File: src/rtl/jomc_pkg.sv
// ----------------------------------------------------------------------------
// jomc_pkg
// Shared types and constants for the JSON object member counter.
// ----------------------------------------------------------------------------
package jomc_pkg;

  localparam int COUNT_WIDTH = 16;
  localparam int DEPTH_WIDTH = 16;
  localparam int BYTE_WIDTH  = 8;
  localparam int MEMBER_WIDTH = 16;

  localparam logic [BYTE_WIDTH-1:0] CH_LBRACE    = 8'h7B;
  localparam logic [BYTE_WIDTH-1:0] CH_RBRACE    = 8'h7D;
  localparam logic [BYTE_WIDTH-1:0] CH_LBRACKET  = 8'h5B;
  localparam logic [BYTE_WIDTH-1:0] CH_RBRACKET  = 8'h5D;
  localparam logic [BYTE_WIDTH-1:0] CH_COMMA     = 8'h2C;
  localparam logic [BYTE_WIDTH-1:0] CH_COLON     = 8'h3A;
  localparam logic [BYTE_WIDTH-1:0] CH_DQUOTE    = 8'h22;
  localparam logic [BYTE_WIDTH-1:0] CH_SQUOTE    = 8'h27;
  localparam logic [BYTE_WIDTH-1:0] CH_BACKSLASH = 8'h5C;
  localparam logic [BYTE_WIDTH-1:0] CH_SPACE     = 8'h20;
  localparam logic [BYTE_WIDTH-1:0] CH_TAB       = 8'h09;
  localparam logic [BYTE_WIDTH-1:0] CH_CR        = 8'h0D;

  typedef enum logic [1:0] {
    PH_IDLE = 2'd0,
    PH_SKIP = 2'd1,
    PH_SCAN = 2'd2
  } phase_t;

  typedef enum logic [1:0] {
    ST_OK    = 2'd0,
    ST_EMPTY = 2'd1,
    ST_BAD   = 2'd2
  } status_t;

  typedef struct packed {
    logic [MEMBER_WIDTH-1:0] member_count;
    status_t                 status;
  } result_t;

endpackage

File: src/rtl/jomc_if.sv
// ----------------------------------------------------------------------------
// jomc_in_if / jomc_out_if
// Valid/ready channels for text bytes and for count results.
// ----------------------------------------------------------------------------
interface jomc_in_if;
  logic                              valid;
  logic                              ready;
  logic [jomc_pkg::BYTE_WIDTH-1:0]   text_byte;
  logic                              first;
  logic                              last;

  modport source (output valid, output text_byte, output first, output last, input ready);
  modport sink   (input valid, input text_byte, input first, input last, output ready);
endinterface

interface jomc_out_if;
  logic                              valid;
  logic                              ready;
  logic [jomc_pkg::MEMBER_WIDTH-1:0] member_count;
  logic [1:0]                        status;

  modport source (output valid, output member_count, output status, input ready);
  modport sink   (input valid, input member_count, input status, output ready);
endinterface

File: src/rtl/jomc_scan.sv
// ----------------------------------------------------------------------------
// jomc_scan
// Scan state and per-byte update; flags a result on the byte that ends a scan.
// ----------------------------------------------------------------------------
module jomc_scan (
  input  logic                                 clk,
  input  logic                                 rst,
  input  logic                                 accept,
  input  logic [jomc_pkg::BYTE_WIDTH-1:0]      text_byte,
  input  logic                                 first,
  input  logic                                 last,
  output logic                                 res_fire,
  output jomc_pkg::result_t                    res
);
  import jomc_pkg::*;

  phase_t                 phase, phase_next;
  logic                   opener_is_brace, opener_is_brace_next;
  logic [DEPTH_WIDTH-1:0] brace_depth, brace_depth_next;
  logic [DEPTH_WIDTH-1:0] bracket_depth, bracket_depth_next;
  logic                   in_double_quote, in_double_quote_next;
  logic                   in_single_quote, in_single_quote_next;
  logic [BYTE_WIDTH-1:0]  previous_byte, previous_byte_next;
  logic [COUNT_WIDTH-1:0] comma_total, comma_total_next;
  logic [COUNT_WIDTH-1:0] colon_total, colon_total_next;

  logic                   is_space;
  logic                   scan_en;
  logic                   counts;
  logic [COUNT_WIDTH:0]   member_sum;
  logic [32:0]            member_ext;

  assign is_space = (text_byte == CH_SPACE) ||
                    ((text_byte >= CH_TAB) && (text_byte <= CH_CR));

  always_ff @(posedge clk) begin
    if (rst) begin
      phase           <= PH_IDLE;
      opener_is_brace <= 1'b0;
      brace_depth     <= '0;
      bracket_depth   <= '0;
      in_double_quote <= 1'b0;
      in_single_quote <= 1'b0;
      previous_byte   <= '0;
      comma_total     <= '0;
      colon_total     <= '0;
    end else begin
      phase           <= phase_next;
      opener_is_brace <= opener_is_brace_next;
      brace_depth     <= brace_depth_next;
      bracket_depth   <= bracket_depth_next;
      in_double_quote <= in_double_quote_next;
      in_single_quote <= in_single_quote_next;
      previous_byte   <= previous_byte_next;
      comma_total     <= comma_total_next;
      colon_total     <= colon_total_next;
    end
  end

  always_comb begin
    phase_next           = phase;
    opener_is_brace_next = opener_is_brace;
    brace_depth_next     = brace_depth;
    bracket_depth_next   = bracket_depth;
    in_double_quote_next = in_double_quote;
    in_single_quote_next = in_single_quote;
    previous_byte_next   = previous_byte;
    comma_total_next     = comma_total;
    colon_total_next     = colon_total;
    res_fire             = 1'b0;
    res.member_count     = '0;
    res.status           = ST_BAD;
    scan_en              = 1'b0;
    counts               = 1'b0;
    member_sum           = '0;
    member_ext           = '0;

    if (accept) begin
      if (first) begin
        opener_is_brace_next = (text_byte == CH_LBRACE);
        brace_depth_next     = (text_byte == CH_LBRACE) ? DEPTH_WIDTH'(1) : '0;
        bracket_depth_next   = '0;
        in_double_quote_next = 1'b0;
        in_single_quote_next = 1'b0;
        previous_byte_next   = text_byte;
        comma_total_next     = '0;
        colon_total_next     = '0;
        phase_next           = PH_SKIP;
        if (last) begin
          res_fire   = 1'b1;
          res.status = ST_BAD;
          phase_next = PH_IDLE;
        end
      end else begin
        unique case (phase)
          PH_IDLE: begin
          end
          PH_SKIP: begin
            if (is_space) begin
              previous_byte_next = text_byte;
              if (last) begin
                res_fire   = 1'b1;
                res.status = ST_BAD;
                phase_next = PH_IDLE;
              end
            end else if (text_byte == CH_RBRACE) begin
              res_fire   = 1'b1;
              res.status = ST_EMPTY;
              phase_next = PH_IDLE;
            end else if (!opener_is_brace) begin
              res_fire   = 1'b1;
              res.status = ST_BAD;
              phase_next = PH_IDLE;
            end else begin
              scan_en = 1'b1;
            end
          end
          PH_SCAN: begin
            scan_en = 1'b1;
          end
          default: begin
            phase_next = PH_IDLE;
          end
        endcase

        if (scan_en) begin
          phase_next = PH_SCAN;
          counts = (brace_depth == DEPTH_WIDTH'(1)) && (bracket_depth == '0) &&
                   !in_double_quote && !in_single_quote;
          if (counts && (text_byte == CH_COMMA) && (comma_total != '1)) begin
            comma_total_next = comma_total + COUNT_WIDTH'(1);
          end
          if (counts && (text_byte == CH_COLON) && (colon_total != '1)) begin
            colon_total_next = colon_total + COUNT_WIDTH'(1);
          end
          if (text_byte == CH_LBRACE) begin
            if (brace_depth != '1) begin
              brace_depth_next = brace_depth + DEPTH_WIDTH'(1);
            end
          end else if ((text_byte == CH_RBRACE) && (brace_depth != '0)) begin
            brace_depth_next = brace_depth - DEPTH_WIDTH'(1);
          end
          if (text_byte == CH_LBRACKET) begin
            bracket_depth_next = bracket_depth + DEPTH_WIDTH'(1);
          end else if (text_byte == CH_RBRACKET) begin
            bracket_depth_next = bracket_depth - DEPTH_WIDTH'(1);
          end
          if ((text_byte == CH_DQUOTE) && (previous_byte != CH_BACKSLASH)) begin
            in_double_quote_next = !in_double_quote;
          end
          if ((text_byte == CH_SQUOTE) && (previous_byte != CH_BACKSLASH)) begin
            in_single_quote_next = !in_single_quote;
          end
          previous_byte_next = text_byte;

          if ((brace_depth_next == '0) || last) begin
            res_fire   = 1'b1;
            phase_next = PH_IDLE;
            member_sum = {1'b0, comma_total_next} + (COUNT_WIDTH+1)'(1);
            member_ext = 33'(member_sum);
            if (member_sum == {1'b0, colon_total_next}) begin
              res.status       = ST_OK;
              res.member_count = (member_ext > 33'h0FFFF) ? '1 :
                                 member_ext[MEMBER_WIDTH-1:0];
            end else begin
              res.status = ST_BAD;
            end
          end
        end
      end
    end
  end

endmodule

File: src/rtl/json_object_member_counter_top.sv
// ----------------------------------------------------------------------------
// json_object_member_counter_top
// Pre-scan of one JSON object, counting its top-level members.
// ----------------------------------------------------------------------------
// Takes one text byte per cycle. The byte flagged first opens a scan; the
// result (member count and status) appears in the output register in the cycle
// after the byte that closes the object or ends the text. A new byte enters
// while the output register is empty or its result is being taken; input
// stalls only while that register is full and not being drained.
module json_object_member_counter_top (
  input  logic       clk,
  input  logic       rst,
  jomc_in_if.sink    in_ch,
  jomc_out_if.source out_ch
);
  import jomc_pkg::*;

  logic    accept;
  logic    res_fire;
  result_t res;
  logic    out_valid;
  result_t out_res;

  assign in_ch.ready = !out_valid || out_ch.ready;
  assign accept      = in_ch.valid && in_ch.ready;

  jomc_scan u_scan (
    .clk       (clk),
    .rst       (rst),
    .accept    (accept),
    .text_byte (in_ch.text_byte),
    .first     (in_ch.first),
    .last      (in_ch.last),
    .res_fire  (res_fire),
    .res       (res)
  );

  always_ff @(posedge clk) begin
    if (rst) begin
      out_valid <= 1'b0;
    end else if (in_ch.ready) begin
      out_valid <= res_fire;
    end
  end

  always_ff @(posedge clk) begin
    if (in_ch.ready && res_fire) begin
      out_res <= res;
    end
  end

  assign out_ch.valid        = out_valid;
  assign out_ch.member_count = out_res.member_count;
  assign out_ch.status       = out_res.status;

endmodule

File: src/flat_wrapper.sv
// flat-port wrapper written by rule: the top's interface ports become plain ports
module json_object_member_counter_top_flat import jomc_pkg::*;
  (clk, rst, in_ch_valid, in_ch_text_byte, in_ch_first, in_ch_last, in_ch_ready, out_ch_valid, out_ch_member_count, out_ch_status, out_ch_ready);
  jomc_in_if in_ch_i ();
  jomc_out_if out_ch_i ();
  input  logic clk;
  input  logic rst;
  input wire logic [$bits(in_ch_i.valid)-1:0] in_ch_valid;
  input wire logic [$bits(in_ch_i.text_byte)-1:0] in_ch_text_byte;
  input wire logic [$bits(in_ch_i.first)-1:0] in_ch_first;
  input wire logic [$bits(in_ch_i.last)-1:0] in_ch_last;
  output wire logic [$bits(in_ch_i.ready)-1:0] in_ch_ready;
  output wire logic [$bits(out_ch_i.valid)-1:0] out_ch_valid;
  output wire logic [$bits(out_ch_i.member_count)-1:0] out_ch_member_count;
  output wire logic [$bits(out_ch_i.status)-1:0] out_ch_status;
  input wire logic [$bits(out_ch_i.ready)-1:0] out_ch_ready;
  assign in_ch_i.valid = in_ch_valid;
  assign in_ch_i.text_byte = in_ch_text_byte;
  assign in_ch_i.first = in_ch_first;
  assign in_ch_i.last = in_ch_last;
  assign in_ch_ready = in_ch_i.ready;
  assign out_ch_valid = out_ch_i.valid;
  assign out_ch_member_count = out_ch_i.member_count;
  assign out_ch_status = out_ch_i.status;
  assign out_ch_i.ready = out_ch_ready;
  json_object_member_counter_top u_core (.clk(clk), .rst(rst), .in_ch(in_ch_i), .out_ch(out_ch_i));
endmodule
File: config.mk
export PLATFORM = sky130hd
export DESIGN_NAME = json_object_member_counter_top_flat
export DESIGN_NICKNAME = d
export VERILOG_FILES = /design/src/rtl/jomc_pkg.sv /design/src/rtl/jomc_if.sv /design/src/rtl/jomc_scan.sv /design/src/rtl/json_object_member_counter_top.sv /design/src/flat_wrapper.sv
export SDC_FILE = /design/constraint.sdc
export NUM_CORES = 1
export LEC_CHECK = 0
export ABC_CLOCK_PERIOD_IN_PS = 10300
export BUFFER_PORTS_ARGS = -buffer_cell sky130_fd_sc_hd__buf_2
export CAP_MARGIN = 10
export CORE_ASPECT_RATIO = 0.7
export CORE_UTILIZATION = 39
export DETAILED_ROUTE_END_ITERATION = 12
export HOLD_SLACK_MARGIN = 0.02
export PLACE_DENSITY = 0.63
export SYNTH_ARGS = -nofsm -noshare
export SYNTH_HDL_FRONTEND = slang
export SYNTH_SLANG_ARGS = --single-unit
File: constraint.sdc
create_clock -name clk -period 10.3 [get_ports clk]
set_clock_uncertainty 0.15 [all_clocks]
set_input_delay 2.06 -clock clk [delete_from_list [all_inputs] [get_ports clk]]
set_output_delay 2.06 -clock clk [all_outputs]
set_load 0.03 [all_outputs]
=== Yosys cells after proc, flatten, opt, wreduce, memory -nomap -nowiden ===
Cells that the tools add are included.
W data, S select, Z words.

* Flip-flop bits (word level): 96
* Latch bits: 0
* RAM bits: 0
* Memory bits (read-only): 0
* Bits of input ports: 14
* Output and inout bits: 20
* Logic and storage cells: 151
* Memories kept: 0

* $add $sub $neg: 7
* Multipliers: 0
* Divide/modulo/power cells: 0
* $lt $le $gt $ge: 3
* Eq/ne operators: 20
* Shift operators: 0
* Muxes and demuxes: 66
* Bitwise gates (word level): 4
* Reduce and logical (&&, ||, !) cells: 39

{| class="wikitable"
|+ Operators with widths
! kind !! count
|-
| $mux W16 || 25
|-
| $add A16 B1 Y16 const B || 4
|-
| $ne A16 B16 Y1 const B || 3
|-
| $eq A8 B6 Y1 const B || 5
|-
| $eq A8 B7 Y1 const B || 4
|-
| $logic_not A16 Y1 || 2
|-
| $mux W8 || 4
|-
| $sub A16 B1 Y16 const B || 2
|-
| $mux W2 || 13
|-
| $mux W1 || 22
|-
| $add A16 B1 Y17 const B || 1
|-
| $eq A17 B16 Y1 || 1
|-
| $gt A17 B16 Y1 const B || 1
|-
| $eq A16 B1 Y1 const B || 1
|-
| $reduce_bool A16 Y1 || 1
|-
| $logic_and A1 B1 Y1 || 13
|-
| $reduce_and A3 Y1 || 4
|-
| $reduce_bool A3 Y1 || 3
|-
| $ge A8 B4 Y1 const B || 1
|-
| $le A8 B4 Y1 const B || 1
|-
| $ne A8 B7 Y1 const B || 1
|-
| $ne A6 B6 Y1 const B || 1
|-
| $reduce_bool A2 Y1 || 3
|-
| $ne A5 B5 Y1 const B || 1
|-
| other kinds (13) || 22
|}

=== Depth between registers and ports, before layout ===
Gate-level depths: netlist (run 1).

* Depth in word-level cells: 17
* Gate-level depth with buffers: 20
* Mapped depth without buffers: 17

=== Cells and area by module ===
From an unflattened synthesis (run 1), not the netlist that was laid out.

* Cell total of the unflattened synthesis: 961
* Area, all modules: 7375.8 um^2

{| class="wikitable"
|+ By module, submodules not included
! module !! times used !! cells an instance !! area each (um^2) !! seq. area each (um^2)
|-
| jomc_scan || 1 || 937 || 6774.0 || 1541.5
|-
| json_object_member_counter_top || 1 || 24 || 601.8 || 560.5
|}

=== Worst setup path after synthesis (run 1) ===
OpenSTA, ideal clock, no wires.

* Path type: input -> register
* Start point: input port in_ch_text_byte[2]
* End point: register u_core.out_res (netlist bit u_core.out_ch.member_count[0]), enable pin
* Library setup time: 0.424 ns
* Arrival: 5.994 ns
* Data required time: 9.726 ns
* Setup slack: 3.732 ns
* Stages: 11
* Buffers on the path: 1
* Path through: clkbuf_1 and4b_1 nand3_1 nor4_1 nand3_1 o31a_2 xnor2_1 or4_1 o41ai_2 nand2_1 a211oi_1

* Longest elaborated chain between the ends: 14
* Elaborated cells on any way between the ends: 28
* Those cells by class: 2 x order compare; 3 x eq/ne; 17 x mux; 6 x reduce/logical

{| class="wikitable"
|+ RTL lines
! element !! RTL line !! RTL
|-
| start, declared || flat_wrapper.sv:9 || <nowiki>input wire logic [$bits(in_ch_i.text_byte)-1:0] in_ch_text_byte;</nowiki>
|-
| $eq A8 B7 Y1 || jomc_scan.sv:106, jomc_scan.sv:140 ||
|-
| $logic_and A1 B1 Y1 || jomc_scan.sv:140 || <nowiki>end else if ((text_byte == CH_RBRACE) && (brace_depth != '0)) begin</nowiki>
|-
| $mux W16 || jomc_scan.sv:140 ||
|-
| $mux W16 || jomc_scan.sv:136 || <nowiki>if (text_byte == CH_LBRACE) begin</nowiki>
|-
| $mux W16 || jomc_scan.sv:126 || <nowiki>if (scan_en) begin</nowiki>
|-
| $mux W16 || jomc_scan.sv:79 || <nowiki>if (first) begin</nowiki>
|-
| $mux W16 || jomc_scan.sv:78 || <nowiki>if (accept) begin</nowiki>
|-
| $logic_not A16 Y1 || jomc_scan.sv:156 || <nowiki>if ((brace_depth_next == '0) || last) begin</nowiki>
|-
| $logic_or A1 B1 Y1 || jomc_scan.sv:156 ||
|-
| $mux W1 || jomc_scan.sv:156 ||
|-
| $mux W1 * || jomc_scan.sv:126 ||
|-
| $mux W1 * || jomc_scan.sv:79 ||
|-
| $mux W1 * || jomc_scan.sv:78 ||
|-
| $logic_and A1 B1 Y1 * || json_object_member_counter_top.sv:47 || <nowiki>if (in_ch.ready && res_fire) begin</nowiki>
|-
| end signal, assigned || json_object_member_counter_top.sv:48 || <nowiki>out_res <= res;</nowiki>
|-
| end, declared || json_object_member_counter_top.sv:22 || <nowiki>result_t out_res;</nowiki>
|}

Every way passes the cells marked *; elsewhere a longest branch is shown, timed or not. The select of a mux whose other input is x is not followed.
A chain may end at the register's enable or synchronous reset.

=== Worst setup path in the final report (run 1) ===
* Start point: input port in_ch_text_byte[2]
* End point: register u_core.out_res (netlist bit u_core.out_ch.member_count[14]) (data pin)

* Longest elaborated chain between the ends: 11
* Elaborated cells on any way between the ends: 42
* Those cells by class: 1 x add/sub; 3 x order compare; 6 x eq/ne; 19 x mux; 3 x bitwise; 10 x reduce/logical

{| class="wikitable"
|+ RTL lines
! element
|-
| parallel branches: the longest is 11 deep, another holds $add A16 B1 Y17
|}

Parallel ways; which one is timed is not known. The select of a mux whose other input is x is not followed.

==> load_flow_metrics.sql, run 1 <==
INSERT INTO impl_metrics (metric_group, metric, value, unit) VALUES
('run_status', 'run_status', 'finished, final reports clean', ''),
('power_and_ir_drop', 'p_comb_share', '6.8', '%'),
('logic_synthesis', 'synth.area.mux_share', '2.82', '%'),
('setup_path', 'max_stage_delay_on_crit_path', '0.66', 'ns'),
('logic_synthesis', 'synth_fa_ha_area_share', '4.18', '%'),
('clock_tree', 'worstSkewPairLatency', '0.36', 'ns'),
('logic_synthesis', 'synth-async-reset-ratio', '0', '%'),
('logic_synthesis', 'avgSynthCellArea', '7.78', 'µm²'),
('global_route', 'overall_track_demand_over_capacity_in_global_routing', '21.2', '%'),
('logic_synthesis', 'synth_area', '0.00736', 'mm²'),
('power_and_ir_drop', 'fraction_of_power_spent_switching_nets', '25.9', '%'),
('floorplanning', 'design.die.area', '0.0194', 'mm²'),
('sta', 'grt_setup_unrepaired', 'false', ''),
('logic_synthesis', 'postSynthCellCount', '946', ''),
('setup_path', 'series_of_cell_instances_along_the_critical_path', 'buf_2 -> nor4b_1 -> nand4_1 -> or4_1 -> xnor2_1 -> ha_1 -> nand4_1 -> a21oi_1 -> nand2_1 -> xnor2_1 -> inv_1 -> a2111oi_4 -> nand4_4 -> a311oi_2', ''),
('final_layout', 'most-common-layout-cells', 'nor2_1, nand2_1, dfxtp_1', ''),
('floorplanning', 'die-width', '166', 'µm'),
('sta', 'timing_worst_slew_pin_value', '1.10', 'ns'),
('routing', 'route.detailed.wl_per_inst', '17.2', 'µm'),
('logic_synthesis', 'synth-seq-cells', '96', ''),
('setup_path', 'cp_data_required_time', '10.34', 'ns'),
('clock_tree', 'tritoncts_clock_tree', 'done', ''),
('clock_tree', 'htreeDepth', '3', ''),
('setup_path', 'cp-startpoint', 'in_ch_text_byte[2]', ''),
('clock_tree', 'cts_post_setup_buffers_inserted', '0', ''),
('routing', 'drt_first_iter_violations', '717', ''),
('setup_path', 'cp_max_fo', '16', ''),
('clock_tree', 'numClockSinks', '96', ''),
('power_and_ir_drop', 'power.ir.vdd_worst', '0.0000627', 'V'),
('global_route', 'antenna_found_initial', '0', ''),
('routing', 'detail_route.vias_per_cell', '5.82', ''),
('sta', 'final-max-slew-violation-count', '0', ''),
('floorplanning', 'chipHeight', '117', 'µm'),
('setup_path', 'critPathKind', 'primary input to flip-flop', ''),
('routing', 'route.antenna.remaining_nets', '0', ''),
('setup_path', 'critPathTopFamily', 'simple AND/OR/NAND/NOR gates', ''),
('clock_tree', 'cts.repair.resized', '0', ''),
('floorplanning', 'core', '0.0183', 'mm²'),
('sta', 'setup_violations', '0', ''),
('power_and_ir_drop', 'total_power', '804', 'µW'),
('routing', 'routed_wl', '20100', 'µm'),
('power_and_ir_drop', 'internal-power', '596', 'µW'),
('logic_synthesis', 'synth-main-ff-cell', 'dfxtp_1', ''),
('placed_design', 'gp_congestion', '0.910', ''),
('final_layout', 'finalNetCount', '967', ''),
('global_route', 'global_route.overflow_total', '0', ''),
('setup_path', 'critPathLaunchType', 'primary input', ''),
('logic_synthesis', 'synth_compound_gate_area_share', '18.7', '%'),
('power_and_ir_drop', 'pwr-share-seq', '48.5', '%'),
('sta', 'final_period_minus_worst_setup_slack', '6.71', 'ns'),
('floorplanning', 'io_pins', '34', ''),
('min_path', 'min_path_type', 'flip-flop to flip-flop', ''),
('sta', 'timing.slew.headroom', '26.3', '%'),
('setup_path', 'crit_slowest_cell', 'or4_1', ''),
('power_and_ir_drop', 'power_frac_clock', '44.7', '%'),
('sta', 'count_of_endpoints_failing_hold_in_the_final_timing_report', '0', ''),
('floorplanning', 'row_count', '41', ''),
('power_and_ir_drop', 'power_density', '101', 'mW/mm²'),
('logic_synthesis', 'synth_simple_gate_area_share', '32.0', '%'),
('setup_path', 'critPathBufInv', '2', ''),
('logic_synthesis', 'synth_enable_flop_cells', '18', ''),
('logic_synthesis', 'synth-seq-area-share', '28.6', '%'),
('min_path', 'min_delay_endpoint', 'u_core.u_scan.previous_byte[4]', ''),
('setup_path', 'critical_path.reg2reg.startpoint', 'u_core.u_scan.comma_total[0]', ''),
('setup_path', 'reg2reg_to', 'u_core.out_ch.member_count[14]', ''),
('setup_path', 'endpoint_kind', 'flip-flop', ''),
('routing', 'detailroute.via_count', '6809', ''),
('clock_tree', 'cts_root_buf', 'clkbuf_16', ''),
('final_layout', 'layout.cells.most_common', 'nor2_1', ''),
('placed_design', 'place.detailed.hpwl', '14400', 'µm'),
('floorplanning', 'floorplan.initialDensity', '40.3', '%');
power by group through the flow:
stage,Combinational [µW],Sequential [µW],Clock (µW)
2_1_floorplan,28.8,406,0
3_3_place_gp,53.9,399,0
3_5_place_dp,54.3,399,0
4_1_cts,54.4,390,367
5_1_grt,60.0,391,377
6_report,54.5,390,360
sequential cells by signal, summed over array words and instances (netlist names), 2 cells and up:
signal	cells
u_core.out_ch.member_count	16
u_core.out_ch.status	2
u_core.u_scan.brace_depth	16
u_core.u_scan.bracket_depth	16
u_core.u_scan.colon_total	16
u_core.u_scan.comma_total	16
u_core.u_scan.phase	2
u_core.u_scan.previous_byte	8
synthesized netlist by cell type, types with 24 or more instances:
library cell	count	area (µm²)
inv_1	29	109
nand3_1	41	205
nor2_1	123	462
nand2_1	85	319
a22oi_1	24	180
dfxtp_1	78	1560
nor3_1	36	180
a21oi_1	59	295
xnor2_1	44	385
o21ai_0	27	135
clkbuf_1	49	184
nand4_1	33	206
metal layers:
layer | GRT usage [%] | wire, µm | up-vias
li1 | - | - | 3402
met1 | 31.5 | 10700 | 3211
met2 | 31.1 | 8100 | 177
met3 | 4.24 | 1100 | 19
met4 | 5.31 | 248 | 0
met5 | 0 | 0 | -
worst register-to-register path, cell delays in order, from the launching register on:
cell	delay, ns
dfxtp_1	0.47
ha_1	0.51
nand4_1	0.19
nor4_1	0.60
or4_1	0.38
xnor2_1	0.23
ha_1	0.41
nand4_1	0.14
a21oi_1	0.51
nand2_1	0.24
xnor2_1	0.29
inv_1	0.11
a2111oi_4	0.42
nand4_4	0.35
a311oi_2	0.34
layout make-up:
class | count | area (µm²)
well taps | 236 | 295
flip-flops and latches | 96 | 2100
clock inverters | 6 | 77.6
repair buffers | 41 | 225
fillers | 1845 | 10300
multi-input cells | 752 | 4890
inverters | 29 | 109
clock buffers | 10 | 229
kinds of logic after synthesis:
family	count (synthesis)
AOI/OAI and AO/OA	197
xor gates and xnor gates	68
adders and majority gates	24
buffers and inverters	98
DFF	96
muxes	20
and+or+nand+nor	443
how the worst max path moves through the flow:
stage | endpoint | slack, ns | cells past startpoint
final | u_core.out_ch.member_count[14] | 3.59 | 14
after CTS | u_core.out_ch.member_count[14] | 3.64 | 14
after global placement | u_core.out_ch.member_count[14] | 3.41 | 14
after detailed placement | u_core.out_ch.member_count[14] | 3.27 | 14
after floorplan | u_core.out_ch.member_count[0] | 3.73 | 11
after global routing | u_core.out_ch.member_count[14] | 3.16 | 14
through the flow:
stage	setup WS, ns	utilization (%)	hold slack [ns]	cell area [µm²]	std cells
final	3.59	43.4	0.335	7920	1170
after global routing	3.16	43.4	0.359	7920	1170
after CTS	3.64	43.4	0.334	7920	1170
after detailed placement	3.27	41.7	0.318	7620	1154
after global placement	3.41	41.7	0.314	7620	1154
after floorplan	3.73	-	0.297	7360	946
Note: power is estimated with default switching activity, not from simulation.
==> run 2: changes to the inputs <==
--- a/config.mk
+++ b/config.mk
@@ -5,14 +5,14 @@
 export SDC_FILE = /design/constraint.sdc
 export NUM_CORES = 1
 export LEC_CHECK = 0
-export ABC_CLOCK_PERIOD_IN_PS = 10300
+export ABC_CLOCK_PERIOD_IN_PS = 5400
 export BUFFER_PORTS_ARGS = -buffer_cell sky130_fd_sc_hd__buf_2
 export CAP_MARGIN = 10
 export CORE_ASPECT_RATIO = 0.7
 export CORE_UTILIZATION = 39
 export DETAILED_ROUTE_END_ITERATION = 12
 export HOLD_SLACK_MARGIN = 0.02
-export PLACE_DENSITY = 0.63
+export PLACE_DENSITY = 0.65
 export SYNTH_ARGS = -nofsm -noshare
 export SYNTH_HDL_FRONTEND = slang
 export SYNTH_SLANG_ARGS = --single-unit
==> constraint.sdc (replaced) <==
create_clock -name clk -period 5.4 [get_ports clk]
set_clock_uncertainty 0.15 [all_clocks]
set_input_delay 1.08 -clock clk [delete_from_list [all_inputs] [get_ports clk]]
set_output_delay 1.08 -clock clk [all_outputs]
set_load 0.03 [all_outputs]
==> run 2 against run 1 <==
The run now ends with design-rule violations left. Clock power up 86%. Combinational power up 100%. Global-route usage up 0.21 points. Non-clock buffer count up 32. Power up 89%. Setup slack worse by 3.2 ns. Register-to-register slack worse by 4.3 ns. Die area unchanged. Count of clock-buffer cells in the layout unchanged. Sequential cell count unchanged. Cell area up 3.2%. Final cell count up 2.7%.
==> load_flow_metrics.sql, run 2 (synthesized netlist as in run 1, its figures left out) <==
INSERT INTO impl_metrics (metric_group, metric, value, unit) VALUES
('setup_path', 'critPathKind', 'primary input to flip-flop', ''),
('routing', 'drt_pass1_iterations', '9', ''),
('routing', 'route.antenna.remaining_nets', '0', ''),
('setup_path', 'cp_max_fo', '12', ''),
('run_status', 'run_status', 'complete, but fails checks', ''),
('power_and_ir_drop', 'power_density', '186', 'mW/mm²'),
('sta', 'setup_violations', '0', ''),
('sta', 'finalCritPeriodShare', '93.0', '%'),
('final_layout', 'most-common-layout-cells', 'nor2_1, nand2_1, dfxtp_1', ''),
('floorplanning', 'row_count', '41', ''),
('job', 'max-cap-violations', '0', ''),
('routing', 'wl_met1', '10300', 'µm'),
('clock_tree', 'clk_pin_slew', '0.07', 'ns'),
('setup_path', 'rr_worst_depth', '15', ''),
('sta', 'final-max-slew-violation-count', '0', ''),
('clock_tree', 'tritoncts_clock_tree', 'done', ''),
('power_and_ir_drop', 'power.ir.vdd_worst', '0.000153', 'V'),
('sta', 'grt_setup_unrepaired', 'false', ''),
('placed_design', 'placed_cells_incl_taps', '1184', ''),
('min_path', 'min_path_type', 'flip-flop to flip-flop', ''),
('clock_tree', 'numClockSinks', '96', ''),
('clock_tree', 'worstSkewPairLatency', '0.36', 'ns'),
('final_layout', 'fillerInstances', '1838', ''),
('placed_design', 'buffers_on_ports', '33', ''),
('global_route', 'grt_pass1_wl', '33200', 'µm'),
('floorplanning', 'chipHeight', '117', 'µm'),
('final_layout', 'finalNonFillerCells', '1202', ''),
('floorplanning', 'design.die.area', '0.0194', 'mm²'),
('min_path', 'hold_depth', '2', ''),
('global_route', 'antenna_found_initial', '0', ''),
('placed_design', 'place.detailed.hpwl', '14800', 'µm'),
('global_route', 'pin_count_of_the_biggest_net_entering_global_routing', '50', ''),
('sta', 'timing.fmax', '199', 'MHz'),
('run_status', 'violated_checks', 'design-rule violations', ''),
('routing', 'routed_wl', '20400', 'µm'),
('routing', 'post-route-drc-count', '1', ''),
('placed_design', 'gp_congestion', '0.878', ''),
('sta', 'worst_slack', '0.377', 'ns'),
('setup_path', 'critPathLaunchType', 'primary input', ''),
('setup_path', 'rrSetupSlack', '0.54', 'ns'),
('setup_path', 'max_stage_delay_on_crit_path', '0.46', 'ns'),
('clock_tree', 'htreeDepth', '3', ''),
('clock_tree', 'cts_buffer_depth', '2', ''),
('final_layout', 'multi_input_comb_area', '0.00489', 'mm²'),
('final_layout', 'area.growth.synth_to_final', '11.0', '%'),
('routing', 'detailroute.wirelength.met3', '1620', 'µm'),
('routing', 'highest-signal-layer', 'met4', ''),
('routing', 'route.detailed.wl_per_inst', '17.0', 'µm'),
('placed_design', 'pre_cts_slack', '-0.0229', 'ns'),
('final_layout', 'sequential_cell_area', '0.00210', 'mm²'),
('global_route', 'via_count_of_the_first_global_routing_pass', '6214', ''),
('power_and_ir_drop', 'leakage', '0.00284', 'µW'),
('sta', 'timing.slew.headroom', '27.3', '%'),
('sta', 'final_period_minus_worst_setup_slack', '5.02', 'ns'),
('floorplanning', 'die-width', '166', 'µm'),
('setup_path', 'timing.critical_path.arrival', '5.08', 'ns'),
('final_layout', 'n_antenna_cell', '0', ''),
('final_layout', 'finalNetCount', '999', ''),
('floorplanning', 'core', '0.0183', 'mm²'),
('routing', 'detail_route.vias_per_cell', '5.81', ''),
('floorplanning', 'floorplan.initialDensity', '40.3', '%'),
('clock_tree', 'tritoncts.num_buffers', '9', ''),
('setup_path', 'cp_data_required_time', '5.46', 'ns'),
('clock_tree', 'cts_root_buf', 'clkbuf_16', ''),
('sta', 'count_of_endpoints_failing_hold_in_the_final_timing_report', '0', ''),
('setup_path', 'endpoint_kind', 'flip-flop', ''),
('power_and_ir_drop', 'total_power', '1520', 'µW'),
('final_layout', 'drive_gt1_share', '14.1', '%'),
('global_route', 'overall_track_demand_over_capacity_in_global_routing', '21.4', '%'),
('routing', 'met2_wirelength', '8210', 'µm'),
('setup_path', 'crit_slowest_cell', 'or4_1', ''),
('routing', 'drt_first_iter_violations', '754', ''),
('setup_path', 'series_of_cell_instances_along_the_critical_path', 'buf_2 -> nor4bb_1 -> nand4_1 -> buf_4 -> or4_1 -> xnor2_1 -> ha_1 -> nand4_1 -> a21oi_2 -> nand2_1 -> xnor2_1 -> inv_1 -> a2111oi_4 -> nand4_4 -> buf_4 -> a21oi_1', ''),
('final_layout', 'layout.cells.most_common', 'nor2_1', ''),
('routing', 'detailroute.via_count', '6988', ''),
('global_route', 'global_route.overflow_total', '0', ''),
('floorplanning', 'io_pins', '34', ''),
('sta', 'timing_worst_slew_pin_value', '1.09', 'ns');
## run 2: changes by cell type in the layout (fill, tap and decap cells not counted), moves of 2 or more
cell      change
buf_4        +30
inv_6         +2
clkinv_2      +2
inv_8         -2
## run 2: through the flow
| stage | area [µm²] | utilization [%] | hold slack (ns) | setup TNS (ns) |
|---|---|---|---|---|
| 2_1_floorplan | 7370 | - | 0.297 | 0 |
| 3_3_place_gp | 7860 | 43.0 | 0.308 | 0 |
| 3_5_place_dp | 7860 | 43.0 | 0.331 | -0.0322 |
| 4_1_cts | 8150 | 44.6 | 0.349 | 0 |
| 5_1_grt | 8180 | 44.8 | 0.373 | 0 |
| 6_report | 8180 | 44.8 | 0.341 | 0 |
## run 2: worst max-delay path, delay by kind of cell
family                   cells  cell delay (ns)
AO/OA/AOI/OAI                3             0.93
XOR/XNOR                     2             0.50
adder cells (fa/ha/maj)      1             0.36
buffers and inverters        4             0.65
AND/OR/NAND/NOR              6             1.54
## run 2: final cells by class
type | instances | area share, %
tap | 236 | 3.61
multi-input combinational | 752 | 59.8
clock inverter | 6 | 0.811
inverter | 29 | 1.33
sequential | 96 | 25.7
timing repair buffer | 73 | 5.89
clock buffer | 10 | 2.80
## run 2: repair_timing
| item | in CTS | in global routing |
|---|---|---|
| buffers inserted | 0 | 1 |
| hold buffers | 0 | 0 |
| endpoints found under the setup margin | 0 | 12 |
| gates resized for setup | 0 | 1 |
## run 2: routing by layer
layer | up-vias | global-route usage (%)
met3 | 22 | 4.77
met5 | - | 0
met2 | 262 | 31.1
met4 | 0 | 6.11
li1 | 3469 | -
met1 | 3235 | 31.5
## run 2: path summary, 6_finish.rpt
kind	from	end
worst min-delay path	u_core.u_scan.previous_byte[6]	u_core.u_scan.previous_byte[6]
worst min register to register	u_core.u_scan.previous_byte[6]	u_core.u_scan.previous_byte[6]
worst max register to register	u_core.u_scan.brace_depth[0]	u_core.out_ch.member_count[0]
worst max-delay path	in_ch_text_byte[0]	u_core.out_ch.member_count[0]
## run 2: report_power, final
part	switching [µW]	internal, µW	total [µW]
registers	4.28	739	743
logic	76.6	33.5	110
clock network	308	363	670
